<file path="config.mk">
export PLATFORM = sky130hd
export DESIGN_NAME = cis_ctrl
export DESIGN_NICKNAME = d
export VERILOG_FILES = /design/src/hdl/cis_pkg.sv /design/src/hdl/cis_ctrl.sv
export SDC_FILE = /design/constraint.sdc
export NUM_CORES = 1
export LEC_CHECK = 0
export ABC_AREA = 1
export ABC_CLOCK_PERIOD_IN_PS = 1400
export BUFFER_PORTS_ARGS = -buffer_cell sky130_fd_sc_hd__buf_2
export CAP_MARGIN = 10
export CORE_AREA = 4 4 41 43
export CTS_BUF_LIST = sky130_fd_sc_hd__clkbuf_8
export DETAILED_ROUTE_END_ITERATION = 7
export DIE_AREA = 0 0 45 47
export PLACE_DENSITY = 0.65
export REMOVE_ABC_BUFFERS = 1
export SYNTH_ARGS = -nofsm -noshare
export SYNTH_HDL_FRONTEND = slang
export SYNTH_SLANG_ARGS = --single-unit
</file>
<file path="constraint.sdc">
create_clock -name clk -period 1.4 [get_ports clk]
set_clock_uncertainty 0.15 [all_clocks]
set_input_delay 0 -clock clk [delete_from_list [all_inputs] [get_ports clk]]
set_output_delay 0 -clock clk [all_outputs]
set_load 0.01 [all_outputs]
</file>
<file path="src/hdl/cis_pkg.sv">
// Shared types and constants for the cached interval search block.
// No dependencies; imported by cis_ctrl, cis_datapath and the top level.
package cis_pkg;

	localparam int CNT_W  = 11;  // sample count, cache and result index
	localparam int IDX_W  = 10;  // write_index port width
	localparam int TIME_W = 64;  // Q31.32 signed time

	localparam logic OP_WRITE = 1'b0;
	localparam logic OP_QUERY = 1'b1;

	typedef enum logic [2:0] {
		ST_IDLE,
		ST_CHECK,
		ST_CK_LO,
		ST_CK_HI,
		ST_SEARCH,
		ST_FINISH
	} state_t;

	typedef enum logic [1:0] {
		ADDR_CACHE_LO,
		ADDR_CACHE_HI,
		ADDR_SRCH_INIT,
		ADDR_SRCH_NEXT
	} addr_sel_t;

	typedef struct packed {
		logic      latch;      // capture the accepted transaction
		logic      mem_wr;     // store time_value into the table
		addr_sel_t addr_sel;   // table read address source
		logic      srch_init;  // lo = 0, len = count
		logic      srch_step;  // one lower-bound step
		logic      hit_load;   // lo = cached index
		logic      load_out;   // result to output register, update cache
	} cmd_t;

	typedef struct packed {
		logic in_op;          // op of the offered transaction
		logic cache_ok;       // 1 <= cache < count
		logic count_zero;     // effective count is zero
		logic t_lt_data;      // query time below read entry
		logic t_gt_data;      // query time above read entry
		logic len_next_zero;  // search ends after this step
	} sts_t;

endpackage

</file>
<file path="src/hdl/cis_ctrl.sv">
// Controller for the cached interval search: sequencing FSM and output valid.
// Depends on cis_pkg; drives cis_datapath through cmd_t, reads sts_t.
module cis_ctrl (
	input  logic           clk,
	input  logic           arst_n,
	input  logic           in_valid,
	output logic           in_ready,
	output logic           out_valid,
	input  logic           out_ready,
	input  cis_pkg::sts_t  sts,
	output cis_pkg::cmd_t  cmd
);
	import cis_pkg::*;

	state_t state_q, state_nxt;
	logic   out_valid_q;
	logic   out_free;

	assign out_free  = !out_valid_q || out_ready;
	assign out_valid = out_valid_q;

	always_ff @(posedge clk or negedge arst_n) begin
		if (!arst_n) begin
			state_q     <= ST_IDLE;
			out_valid_q <= 1'b0;
		end else begin
			state_q <= state_nxt;
			if (cmd.load_out) begin
				out_valid_q <= 1'b1;
			end else if (out_ready) begin
				out_valid_q <= 1'b0;
			end
		end
	end

	always_comb begin
		state_nxt    = state_q;
		in_ready     = 1'b0;
		cmd          = '0;
		cmd.addr_sel = ADDR_SRCH_INIT;
		case (state_q)
			ST_IDLE: begin
				in_ready = 1'b1;
				if (in_valid) begin
					cmd.latch = 1'b1;
					if (sts.in_op == OP_WRITE) begin
						cmd.mem_wr = 1'b1;
					end else begin
						state_nxt = ST_CHECK;
					end
				end
			end
			ST_CHECK: begin
				if (sts.cache_ok) begin
					cmd.addr_sel = ADDR_CACHE_LO;
					state_nxt    = ST_CK_LO;
				end else begin
					cmd.srch_init = 1'b1;
					state_nxt     = sts.count_zero ? ST_FINISH : ST_SEARCH;
				end
			end
			ST_CK_LO: begin
				if (sts.t_lt_data) begin
					cmd.srch_init = 1'b1;
					state_nxt     = sts.count_zero ? ST_FINISH : ST_SEARCH;
				end else begin
					cmd.addr_sel = ADDR_CACHE_HI;
					state_nxt    = ST_CK_HI;
				end
			end
			ST_CK_HI: begin
				if (sts.t_gt_data) begin
					cmd.srch_init = 1'b1;
					state_nxt     = sts.count_zero ? ST_FINISH : ST_SEARCH;
				end else begin
					cmd.hit_load = 1'b1;
					state_nxt    = ST_FINISH;
				end
			end
			ST_SEARCH: begin
				cmd.srch_step = 1'b1;
				cmd.addr_sel  = ADDR_SRCH_NEXT;
				if (sts.len_next_zero) begin
					state_nxt = ST_FINISH;
				end
			end
			ST_FINISH: begin
				if (out_free) begin
					cmd.load_out = 1'b1;
					state_nxt    = ST_IDLE;
				end
			end
			default: begin
				state_nxt = ST_IDLE;
			end
		endcase
	end

endmodule

</file>
==> run_results.csv, run 1 <==
group,metric,value,unit
outcome,status,"finished clean",
final_layout,fin_area,636,µm²
critical_path,r2r_slack,0.05,ns
global_routing,grt_antenna_before_repair,0,
logic_synthesis,yosys.area_share.adder,0,
placed_design,gp_congestion,0.794,
clock_network,cts.reportedPaths.clkPinSlew,0.04,ns
pwr,seq_power_share,0.200,
routing,wirelength,1.07,mm
logic_synthesis,synth_area,380,µm²
final_layout,fillers,133,
critical_path,reg2reg_depth,6,
floorplanning,initial_core_util,0.292,
routing,vias,485,
critical_path,path_class,"register to output pin",
critical_path,start_kind,"register",
clock_network,cts_tree,"built",
pwr,clkPwrFrac,0.191,
routing,wire_per_inst,10.0,µm
pwr,vdd_ir_drop_max,0.835,mV
logic_synthesis,yosysSeqAreaShare,0.263,
pwr,p_sw,0.635,mW
critical_path,critPathSlowestCell,"dfrtp_2",
critical_path,cpPeakStageDelay,0.46,ns
logic_synthesis,yosys_warnings,0,
logic_synthesis,syn_avg_cell_area,6.24,µm²
global_routing,grt_util_all_layers,0.101,
sta,period_share,0.995,
final_layout,design.final.nets,104,
sta,clock.fmax,0.718,GHz
global_routing,grt_max_degree,8,
global_routing,grt_pass1_vias,356,
critical_path,worstPathCellList,"nor2_4 > inv_2 > nor2_4 > inv_2 > nor3_2 > buf_2",
min_path,hp-start,"sts[2]",
critical_path,crit_path_end,"cmd[6]",
run,maxCapViolCount,0,
logic_synthesis,ys_ff_latch,4,
critical_path,crit_cells,6,
placed_design,dp.cells,94,
logic_synthesis,ys_top_cells_by_area,"dfrtp_1, nor2_1, nand2_1, nand3_2, inv_1",
critical_path,crit_buf_inv,3,
routing,antenna_left,0,
sta,drv_slew,0,
sta,min_period,1.39,ns
logic_synthesis,synth_cell_types,15,
global_routing,overflow,0,
floorplanning,design.portCount,20,
pwr,combPwrFrac,0.609,
sta,slew_headroom,0.874,
clock_network,cts_sinks,4,
critical_path,cp-end-kind,"output pin",
placed_design,numPortBuffers,19,
logic_synthesis,syn_inst,61,
min_path,hp-class,"primary input to register",
critical_path,worstPathMaxFanout,7,
routing,first_iter_violations,9,
logic_synthesis,synth_top_area_cell,"dfrtp_1",
pwr,p_int,0.752,mW
floorplanning,chipHeight,47,µm
sta,grt_setup_unrepaired,"true",
critical_path,crit_arrival,1.24,ns
final_layout,diodes,0,
clock_network,clk_latency,0.23,ns
logic_synthesis,synthDominantCellAreaShare,0.263,
final_layout,area_growth,67.1,%
pwr,p_leak,0.349,nW
sta,finalHoldViolCount,0,
clock_network,htreeDepth,1,
clock_network,cts_buffer_depth,2,
placed_design,placed_area,483,µm²
floorplanning,die_width,45,µm
clock_network,root_buffer,"clkbuf_8",
critical_path,crit_start,"state_q[1]$_DFFE_PN0P_",
final_layout,fin_cells,107,
floorplanning,dieArea,2120,µm²
logic_synthesis,synth_xor_area_frac,0,
logic_synthesis,synth_compound_area_frac,0.0724,
logic_synthesis,synth_top_family_by_area,"simple AND/OR/NAND/NOR gates",
routing,viasPerCell,4.53,
sta,worstMarginPinSlew,0.187,ns
floorplanning,row_count,13,
sta,setup_violations,0,
critical_path,reg2reg_from,"state_q[1]$_DFFE_PN0P_",
clock_network,cts_buffers,3,
critical_path,required,1.25,ns
logic_synthesis,synth-simple-area-share,0.507,
logic_synthesis,synth_mux_area_frac,0,
floorplanning,coreArea,1300,µm²
critical_path,worstReg2RegEnd,"state_q[2]$_DFFE_PN0P_",
final_layout,drive_gt1_frac,0.500,
critical_path,critical_path.top_delay_family,"flip-flops",
routing,drc_errors,0,
global_routing,grt_pass1_wl,1.49,mm
pwr,sw_frac_of_total,0.458,
placed_design,dp_hpwl,711,µm
routing,dr.pass1.iters,4,
pwr,p_per_area,2180,nW/µm²
==> sequential cells by signal, indices dropped and copies added, names as in the netlist <==
name,count
out_valid,1
state_q,3
==> metal layers <==
metal | vias to the layer above | track usage | wire length [µm]
met5 | - | 0 | 0
met4 | 0 | 0.0702 | 23
met1 | 212 | 0.126 | 433
li1 | 254 | - | -
met2 | 16 | 0.141 | 519
met3 | 3 | 0.0421 | 94
==> area by class of cell <==
type,instances,area [µm²],area share
clock buffers,3,41.3,0.0650
inverters,13,51.3,0.0807
multi-input cells,43,234,0.368
flip-flops and latches,4,104,0.163
well taps,15,18.8,0.0295
repair buffers,29,186,0.293
==> worst reg2reg max path, delay by kind of cell, from the launching register on <==
kind / cells / cell delay (ns)
flip-flops: 1 / 0.44
AO/OA/AOI/OAI: 1 / 0.19
buffers and inverters: 1 / 0.14
AND/OR/NAND/NOR: 4 / 0.30
==> synth_stat cells <==
| cell | count |
|---|---|
| buf_6 | 1 |
| dfrtp_1 | 4 |
| inv_1 | 8 |
| inv_2 | 5 |
| nand2_1 | 11 |
| nand3_1 | 3 |
| nand3_2 | 3 |
| nand3b_1 | 1 |
| nand4_1 | 3 |
| nor2_1 | 12 |
| nor2_2 | 4 |
| nor3_2 | 1 |
| o211ai_1 | 1 |
| o21ai_0 | 2 |
| o21ai_1 | 2 |
==> per-stage QoR <==
step / setup TNS [ns] / total power, mW / hold WS [ns] / utilization / worst slack (ns)
6_report: 0 / 1.39 / 0.0156 / 0.488 / 0.00716
5_1_grt: -0.226 / 1.51 / 0.0590 / 0.488 / -0.105
4_1_cts: 0 / 1.28 / 0.0120 / 0.461 / 0.00193
3_5_place_dp: 0 / 0.901 / -0.343 / 0.371 / 0.0644
3_3_place_gp: 0 / 0.895 / -0.340 / 0.371 / 0.104
2_1_floorplan: 0 / 0.706 / -0.446 / - / 0.146
==> how the worst min path moves through the flow <==
stage	endpoint	slack [ns]	cells after the start
6_report	state_q[1]$_DFFE_PN0P_	0.02	4
5_1_grt	state_q[1]$_DFFE_PN0P_	0.06	4
4_1_cts	state_q[1]$_DFFE_PN0P_	0.01	4
3_5_place_dp	out_valid$_DFFE_PN0P_	-0.34	1
3_3_place_gp	out_valid$_DFFE_PN0P_	-0.34	1
2_1_floorplan	out_valid$_DFFE_PN0P_	-0.45	0
==> cell families (layout without fill, tap and decap cells) <==
logic type,Yosys count,count (layout)
compound gates,5,5
simple gates,38,38
buf+inv,14,45
flops,4,4
==> cell usage in the layout, fill, tap and decap left out <==
master	instances
buf_2	18
nor2_1	12
nand2_1	11
inv_1	7
buf_4	6
inv_2	5
dlygate4sd3_1	4
nand4_1	3
nand3_1	3
nand3_2	3
clkbuf_8	3
dfrtp_2	3
nor2_4	2
o21ai_0	2
nor2_2	2
inv_4	1
o211ai_1	1
o21ai_2	1
nor3_2	1
nand3b_1	1
o21ai_1	1
dfrtp_1	1
buf_6	1
==> power groups by stage <==
stage | Sequential [mW] | Combinational (mW) | Clock [mW]
finish | 0.277 | 0.845 | 0.265
global route | 0.287 | 0.945 | 0.274
CTS | 0.284 | 0.731 | 0.269
detailed placement | 0.258 | 0.643 | 0
global placement | 0.258 | 0.637 | 0
floorplan | 0.252 | 0.455 | 0
==> what timing repair did <==
action | 4_1_cts | 5_1_grt
setup endpoints to repair | 6 | 5
pin swaps | 1 | 0
hold endpoints to repair | 7 | 0
resized for setup | 7 | 2
setup buffers | 2 | 4
hold buffers | 4 | 0
Power figures use the tool's default switching activity.
==> run 2: changes to the inputs <==
--- a/config.mk
+++ b/config.mk
@@ -7,7 +7,7 @@
 export LEC_CHECK = 0
 export ABC_AREA = 1
 export ABC_CLOCK_PERIOD_IN_PS = 1400
-export BUFFER_PORTS_ARGS = -buffer_cell sky130_fd_sc_hd__buf_2
+export BUFFER_PORTS_ARGS = -buffer_cell sky130_fd_sc_hd__buf_4
 export CAP_MARGIN = 10
 export CORE_AREA = 4 4 41 43
 export CTS_BUF_LIST = sky130_fd_sc_hd__clkbuf_8
==> run 2 against run 1 <==
Net effect:
- maximum frequency increased by 1.3%
- power grew 0.81%
- critical endpoint is now cmd[7]
- via count down 0.82%
- register-to-register slack better by 0.04 ns
- cell area is 5.3% higher
- utilization up 2.6 points
- final cell count down 0.93%
- combinational power up 4.1%
==> run_results.csv, run 2 (synthesis gave the netlist of run 1 again) <==
group,metric,value,unit
outcome,status,"finished clean",
final_layout,design.final.nets,103,
clock_network,cts_buffer_depth,2,
floorplanning,chipHeight,47,µm
final_layout,layout_commonest_cell,"buf_4",
final_layout,fillers,138,
sta,grt_setup_unrepaired,"true",
placed_design,dp_hpwl,733,µm
placed_design,numPortBuffers,19,
sta,finalHoldViolCount,0,
floorplanning,initial_core_util,0.292,
sta,slew_headroom,0.869,
min_path,hp-start,"sts[2]",
placed_design,gp_congestion,0.788,
critical_path,required,1.25,ns
routing,route.met3.wl,88,µm
final_layout,largest_reg_flops,3,
sta,worstMarginPinSlew,0.196,ns
final_layout,multi_input_area,234,µm²
routing,wire_per_inst,9.93,µm
routing,viasPerCell,4.54,
critical_path,crit_arrival,1.22,ns
floorplanning,coreArea,1300,µm²
floorplanning,design.portCount,20,
critical_path,cp-end-kind,"output pin",
clock_network,cts.reportedPaths.clkPinSlew,0.03,ns
run,maxCapViolCount,0,
final_layout,fin_cells,106,
pwr,vdd_ir_drop_max,0.949,mV
final_layout,regArea,104,µm²
floorplanning,dieArea,2120,µm²
routing,met2_length,527,µm
floorplanning,die_width,45,µm
global_routing,grt_max_degree,8,
clock_network,root_buffer,"clkbuf_8",
clock_network,cts_buffers,3,
critical_path,start_kind,"register",
pwr,p_per_area,2090,nW/µm²
routing,antenna_left,0,
floorplanning,row_count,13,
routing,top_layer_used,"met3",
routing,vias,481,
final_layout,layout_common_cells,"buf_4, nor2_1, nand2_1, inv_1",
global_routing,grt_pass1_wl,1.59,mm
sta,setup_violations,0,
critical_path,crit_start,"state_q[1]$_DFFE_PN0P_",
critical_path,path_class,"register to output pin",
global_routing,grt_antenna_before_repair,0,
global_routing,overflow,0,
critical_path,reg2reg_from,"state_q[1]$_DFFE_PN0P_",
routing,wirelength,1.05,mm
routing,first_iter_violations,4,
sta,min_period,1.37,ns
global_routing,grt_util_all_layers,0.104,
pwr,p_leak,0.352,nW
placed_design,dp.cells,94,
routing,dr.pass1.iters,2,
clock_network,cts_tree,"built",
sta,drv_slew,0,
final_layout,largest-register,"state_q",
final_layout,diodes,0,
final_layout,area_growth,76.0,%
sta,clock.fmax,0.728,GHz
clock_network,clk_latency,0.22,ns
clock_network,cts_sinks,4,
final_layout,utilization,0.514,
global_routing,grt_pass1_vias,381,
critical_path,worstPathMaxFanout,7,
sta,period_share,0.982,
min_path,hp-class,"primary input to register",
routing,wl_met1,437,µm
routing,drc_errors,0,
clock_network,htreeDepth,1,
final_layout,drive_gt1_frac,0.484,
==> run 2: cell count changes in the layout (fill, tap and decap cells not counted), sizes merged <==
cell and delta:
buf -1
==> run 2: worst max-delay path, cell delays in order (launching register included) <==
cell	delay [ns]
dfrtp_2	0.45
nor2_4	0.13
inv_2	0.06
nor2_4	0.09
inv_2	0.04
nor2_1	0.10
buf_4	0.13
==> run 2: final timing paths <==
check | slack (ns) | end | cells past startpoint
setup / recovery | 0.03 | cmd[7] | 6
min in group asynchronous | 0.56 | out_valid$_DFFE_PN0P_ | 3
hold reg to reg | 0.44 | state_q[2]$_DFFE_PN0P_ | 2
hold / removal | 0.02 | state_q[1]$_DFFE_PN0P_ | 4
setup reg to reg | 0.09 | state_q[0]$_DFFE_PN0P_ | 7
max in group asynchronous | 0.35 | state_q[1]$_DFFE_PN0P_ | 3
==> run 2: repair_timing <==
action,in CTS,in global routing
buffers inserted,2,3
resized for setup,6,1
endpoints found under the hold margin,6,0
gates cloned,0,0
endpoints found under the setup margin,6,4
pin swaps,1,1
hold buffers,4,0
==> run 2: area by class of cell <==
| class | instances | area share |
|---|---|---|
| Multi-Input combinational cell | 43 | 0.350 |
| Clock buffer | 3 | 0.0617 |
| Inverter | 13 | 0.0766 |
| Sequential cell | 4 | 0.155 |
| Tap cell | 15 | 0.0280 |
| Timing Repair Buffer | 28 | 0.329 |
==> run 2: routing by layer <==
metal	GRT usage	vias to the layer above
met5	0	-
met4	0.0175	0
met3	0.0575	0
met2	0.161	18
met1	0.128	209
li1	-	254
==> run 2: where the power goes <==
part           internal (mW)  switching, mW  total (mW)  leakage, nW
Sequential             0.181         0.0942       0.275       0.0471
Clock                  0.183         0.0594       0.243       0.0216
Combinational          0.425          0.455       0.880        0.284
==> run 2: metrics by stage <==
stage / setup slack (ns) / hold WS [ns] / cell area [µm²] / power [mW] / TNS [ns]
floorplan: 0.146 / -0.446 / 369 / 0.706 / 0
global placement: 0.101 / -0.351 / 531 / 0.970 / 0
detailed placement: 0.0738 / -0.351 / 531 / 0.976 / 0
CTS: 0.00506 / 0.0198 / 642 / 1.32 / 0
global route: -0.0478 / 0.0598 / 669 / 1.52 / -0.164
finish: 0.0255 / 0.0152 / 669 / 1.40 / 0
==> run 3: changes to the inputs <==
--- a/config.mk
+++ b/config.mk
@@ -9,12 +9,13 @@
 export ABC_CLOCK_PERIOD_IN_PS = 1400
 export BUFFER_PORTS_ARGS = -buffer_cell sky130_fd_sc_hd__buf_4
 export CAP_MARGIN = 10
-export CORE_AREA = 4 4 41 43
+export CORE_AREA = 2 2 39 41
 export CTS_BUF_LIST = sky130_fd_sc_hd__clkbuf_8
 export DETAILED_ROUTE_END_ITERATION = 7
-export DIE_AREA = 0 0 45 47
+export DIE_AREA = 0 0 41 43
 export PLACE_DENSITY = 0.65
 export REMOVE_ABC_BUFFERS = 1
+export SETUP_SLACK_MARGIN = 0.3
 export SYNTH_ARGS = -nofsm -noshare
 export SYNTH_HDL_FRONTEND = slang
 export SYNTH_SLANG_ARGS = --single-unit
==> run 3 against run 2 <==
Net effect:
- the run now ends with negative hold slack left
- clock power is essentially flat
- worst setup slack gained 0.0055 ns
- cell area grew 6.2%
- critical path depth is the same
- final cell count grew 3.8%
- routed wire length shrank 1.1%
- clock-buffer cell count is the same
- die area shrank 17%
- sequential share of layout area shrank 0.90 points
- sequential power shrank 3%
- global-route usage grew 4.0 points
- critical path type unchanged
- largest cell class unchanged
==> run_results.csv, run 3 (synthesis gave the netlist of run 1 again) <==
group,metric,value,unit
outcome,status,"finished with violations",
outcome,violations,"negative hold slack",
critical_path,start_kind,"register",
pwr,power,1.54,mW
final_layout,layout_common_cells,"buf_4, nor2_1, nand2_1, inv_1, inv_2",
floorplanning,chipHeight,43,µm
final_layout,area_growth,86.8,%
placed_design,placed_area,532,µm²
clock_network,htreeDepth,1,
sta,finalHoldViolCount,2,
global_routing,grt_util_all_layers,0.144,
clock_network,cts.reportedPaths.clkPinSlew,0.03,ns
clock_network,cts_buffer_depth,2,
sta,totalNegativeSetupSlack,0,ns
pwr,p_leak,0.368,nW
clock_network,root_buffer,"clkbuf_8",
floorplanning,initial_core_util,0.275,
sta,slew_headroom,0.891,
placed_design,dp_hpwl,712,µm
critical_path,worstPathMaxFanout,6,
sta,setup_violations,0,
min_path,hold_path_depth,3,
clock_network,cts_buffers,3,
critical_path,reg2reg_depth,7,
global_routing,grt_antenna_before_repair,0,
pwr,p_per_area,2170,nW/µm²
final_layout,diodes,0,
clock_network,cts_sinks,4,
final_layout,largest_reg_flops,3,
critical_path,reg2reg_from,"state_q[1]$_DFFE_PN0P_",
sta,grt_setup_unrepaired,"true",
critical_path,cp-end-kind,"output pin",
clock_network,cts_tree,"built",
placed_design,dp_worst_setup_slack,0.0639,ns
sta,drv_slew,0,
final_layout,largest-register,"state_q",
clock_network,clk_latency,0.22,ns
critical_path,path_class,"register to output pin",
critical_path,worstReg2RegEnd,"state_q[2]$_DFFE_PN0P_",
routing,wirelength,1.04,mm
min_path,hp-start,"sts[4]",
sta,hold-worst-slack,-0.0498,ns
routing,dr.pass1.iters,3,
run,maxCapViolCount,0,
final_layout,fillers,126,
global_routing,grt_pass1_wl,1.69,mm
placed_design,dp.cells,95,
floorplanning,design.portCount,20,
critical_path,r2r_slack,0.07,ns
min_path,holdPathEnd,"state_q[1]$_DFFE_PN0P_",
floorplanning,row_count,14,
global_routing,overflow,0,
critical_path,crit_arrival,1.22,ns
final_layout,design.final.nets,106,
sta,min_period,1.37,ns
min_path,hp-class,"primary input to register",
sta,postLayoutSetupSlackWorst,0.0310,ns
global_routing,grt_max_degree,9,
sta,worstMarginPinSlew,0.163,ns
placed_design,gp_congestion,0.726,
critical_path,required,1.25,ns
global_routing,grt_pass1_vias,445,
placed_design,numPortBuffers,19,
sta,period_share,0.978,
floorplanning,die_width,41,µm
routing,viasPerCell,4.54,
floorplanning,dieArea,1760,µm²
sta,clock.fmax,0.730,GHz
routing,first_iter_violations,3,
final_layout,fin_cells,110,
routing,wire_per_inst,9.46,µm
routing,drc_errors,0,
routing,vias,499,
routing,antenna_left,0,
pwr,vdd_ir_drop_max,1.10,mV
final_layout,fin_area,711,µm²
final_layout,drive_gt1_frac,0.564,
floorplanning,coreArea,1380,µm²
final_layout,layout_commonest_cell,"buf_4",
-- run 3: cell types whose count changed in the layout (fill, tap and decap cells not counted), sizes merged --
cell | previous run | this run
buf | 24 | 29
dlygate4sd3 | 4 | 2
-- run 3: critical path, cell delays in order, from the launching register on --
cell and delay [ns]:
dfrtp_2 0.45, nor2_4 0.14, inv_2 0.06, nor2_4 0.09
inv_2 0.05, nor3_2 0.09, buf_4 0.13
-- run 3: layout make-up --
| type | instances | area (µm²) | area share |
|---|---|---|---|
| repair buffers | 31 | 238 | 0.335 |
| well taps | 16 | 20.0 | 0.0282 |
| multi-input cells | 43 | 256 | 0.361 |
| inverters | 13 | 51.3 | 0.0722 |
| flip-flops and latches | 4 | 104 | 0.146 |
| clock buffers | 3 | 41.3 | 0.0581 |
-- run 3: routing by layer --
| metal | vias to the layer above | global-route usage | wire, µm |
|---|---|---|---|
| li1 | 260 | - | - |
| met1 | 219 | 0.153 | 415 |
| met2 | 16 | 0.225 | 529 |
| met3 | 4 | 0.0628 | 72 |
| met4 | 0 | 0.0800 | 25 |
| met5 | - | 0 | 0 |
-- run 3: how the worst max path moves through the flow --
stage | depth (start not counted) | from | slack [ns] | to
detailed placement | 6 | state_q[0]$_DFFE_PN0P_ | 0.06 | state_q[2]$_DFFE_PN0P_
global route | 6 | state_q[1]$_DFFE_PN0P_ | -0.05 | cmd[6]
floorplan | 5 | state_q[0]$_DFFE_PN0P_ | 0.15 | cmd[6]
CTS | 6 | state_q[0]$_DFFE_PN0P_ | 0.05 | cmd[6]
global placement | 7 | state_q[2]$_DFFE_PN0P_ | 0.07 | state_q[0]$_DFFE_PN0P_
finish | 6 | state_q[1]$_DFFE_PN0P_ | 0.03 | cmd[6]
-- run 3: report_power, final --
| part | internal (mW) | switching (mW) |
|---|---|---|
| Sequential | 0.181 | 0.0859 |
| Combinational | 0.512 | 0.526 |
| Clock | 0.183 | 0.0570 |
-- run 3: repair_timing --
| item | in CTS | in global routing |
|---|---|---|
| pin swaps | 4 | 1 |
| endpoints found under the hold margin | 6 | 5 |
| endpoints found under the setup margin | 12 | 14 |
| setup buffers | 8 | 2 |
| hold buffers | 2 | 1 |
| resized for setup | 11 | 2 |
-- run 3: per-stage QoR --
step / utilization / hold slack (ns)
floorplan: - / -0.446
global placement: 0.384 / -0.351
detailed placement: 0.384 / -0.349
CTS: 0.499 / -0.0484
global route: 0.514 / -0.0205
finish: 0.514 / -0.0498
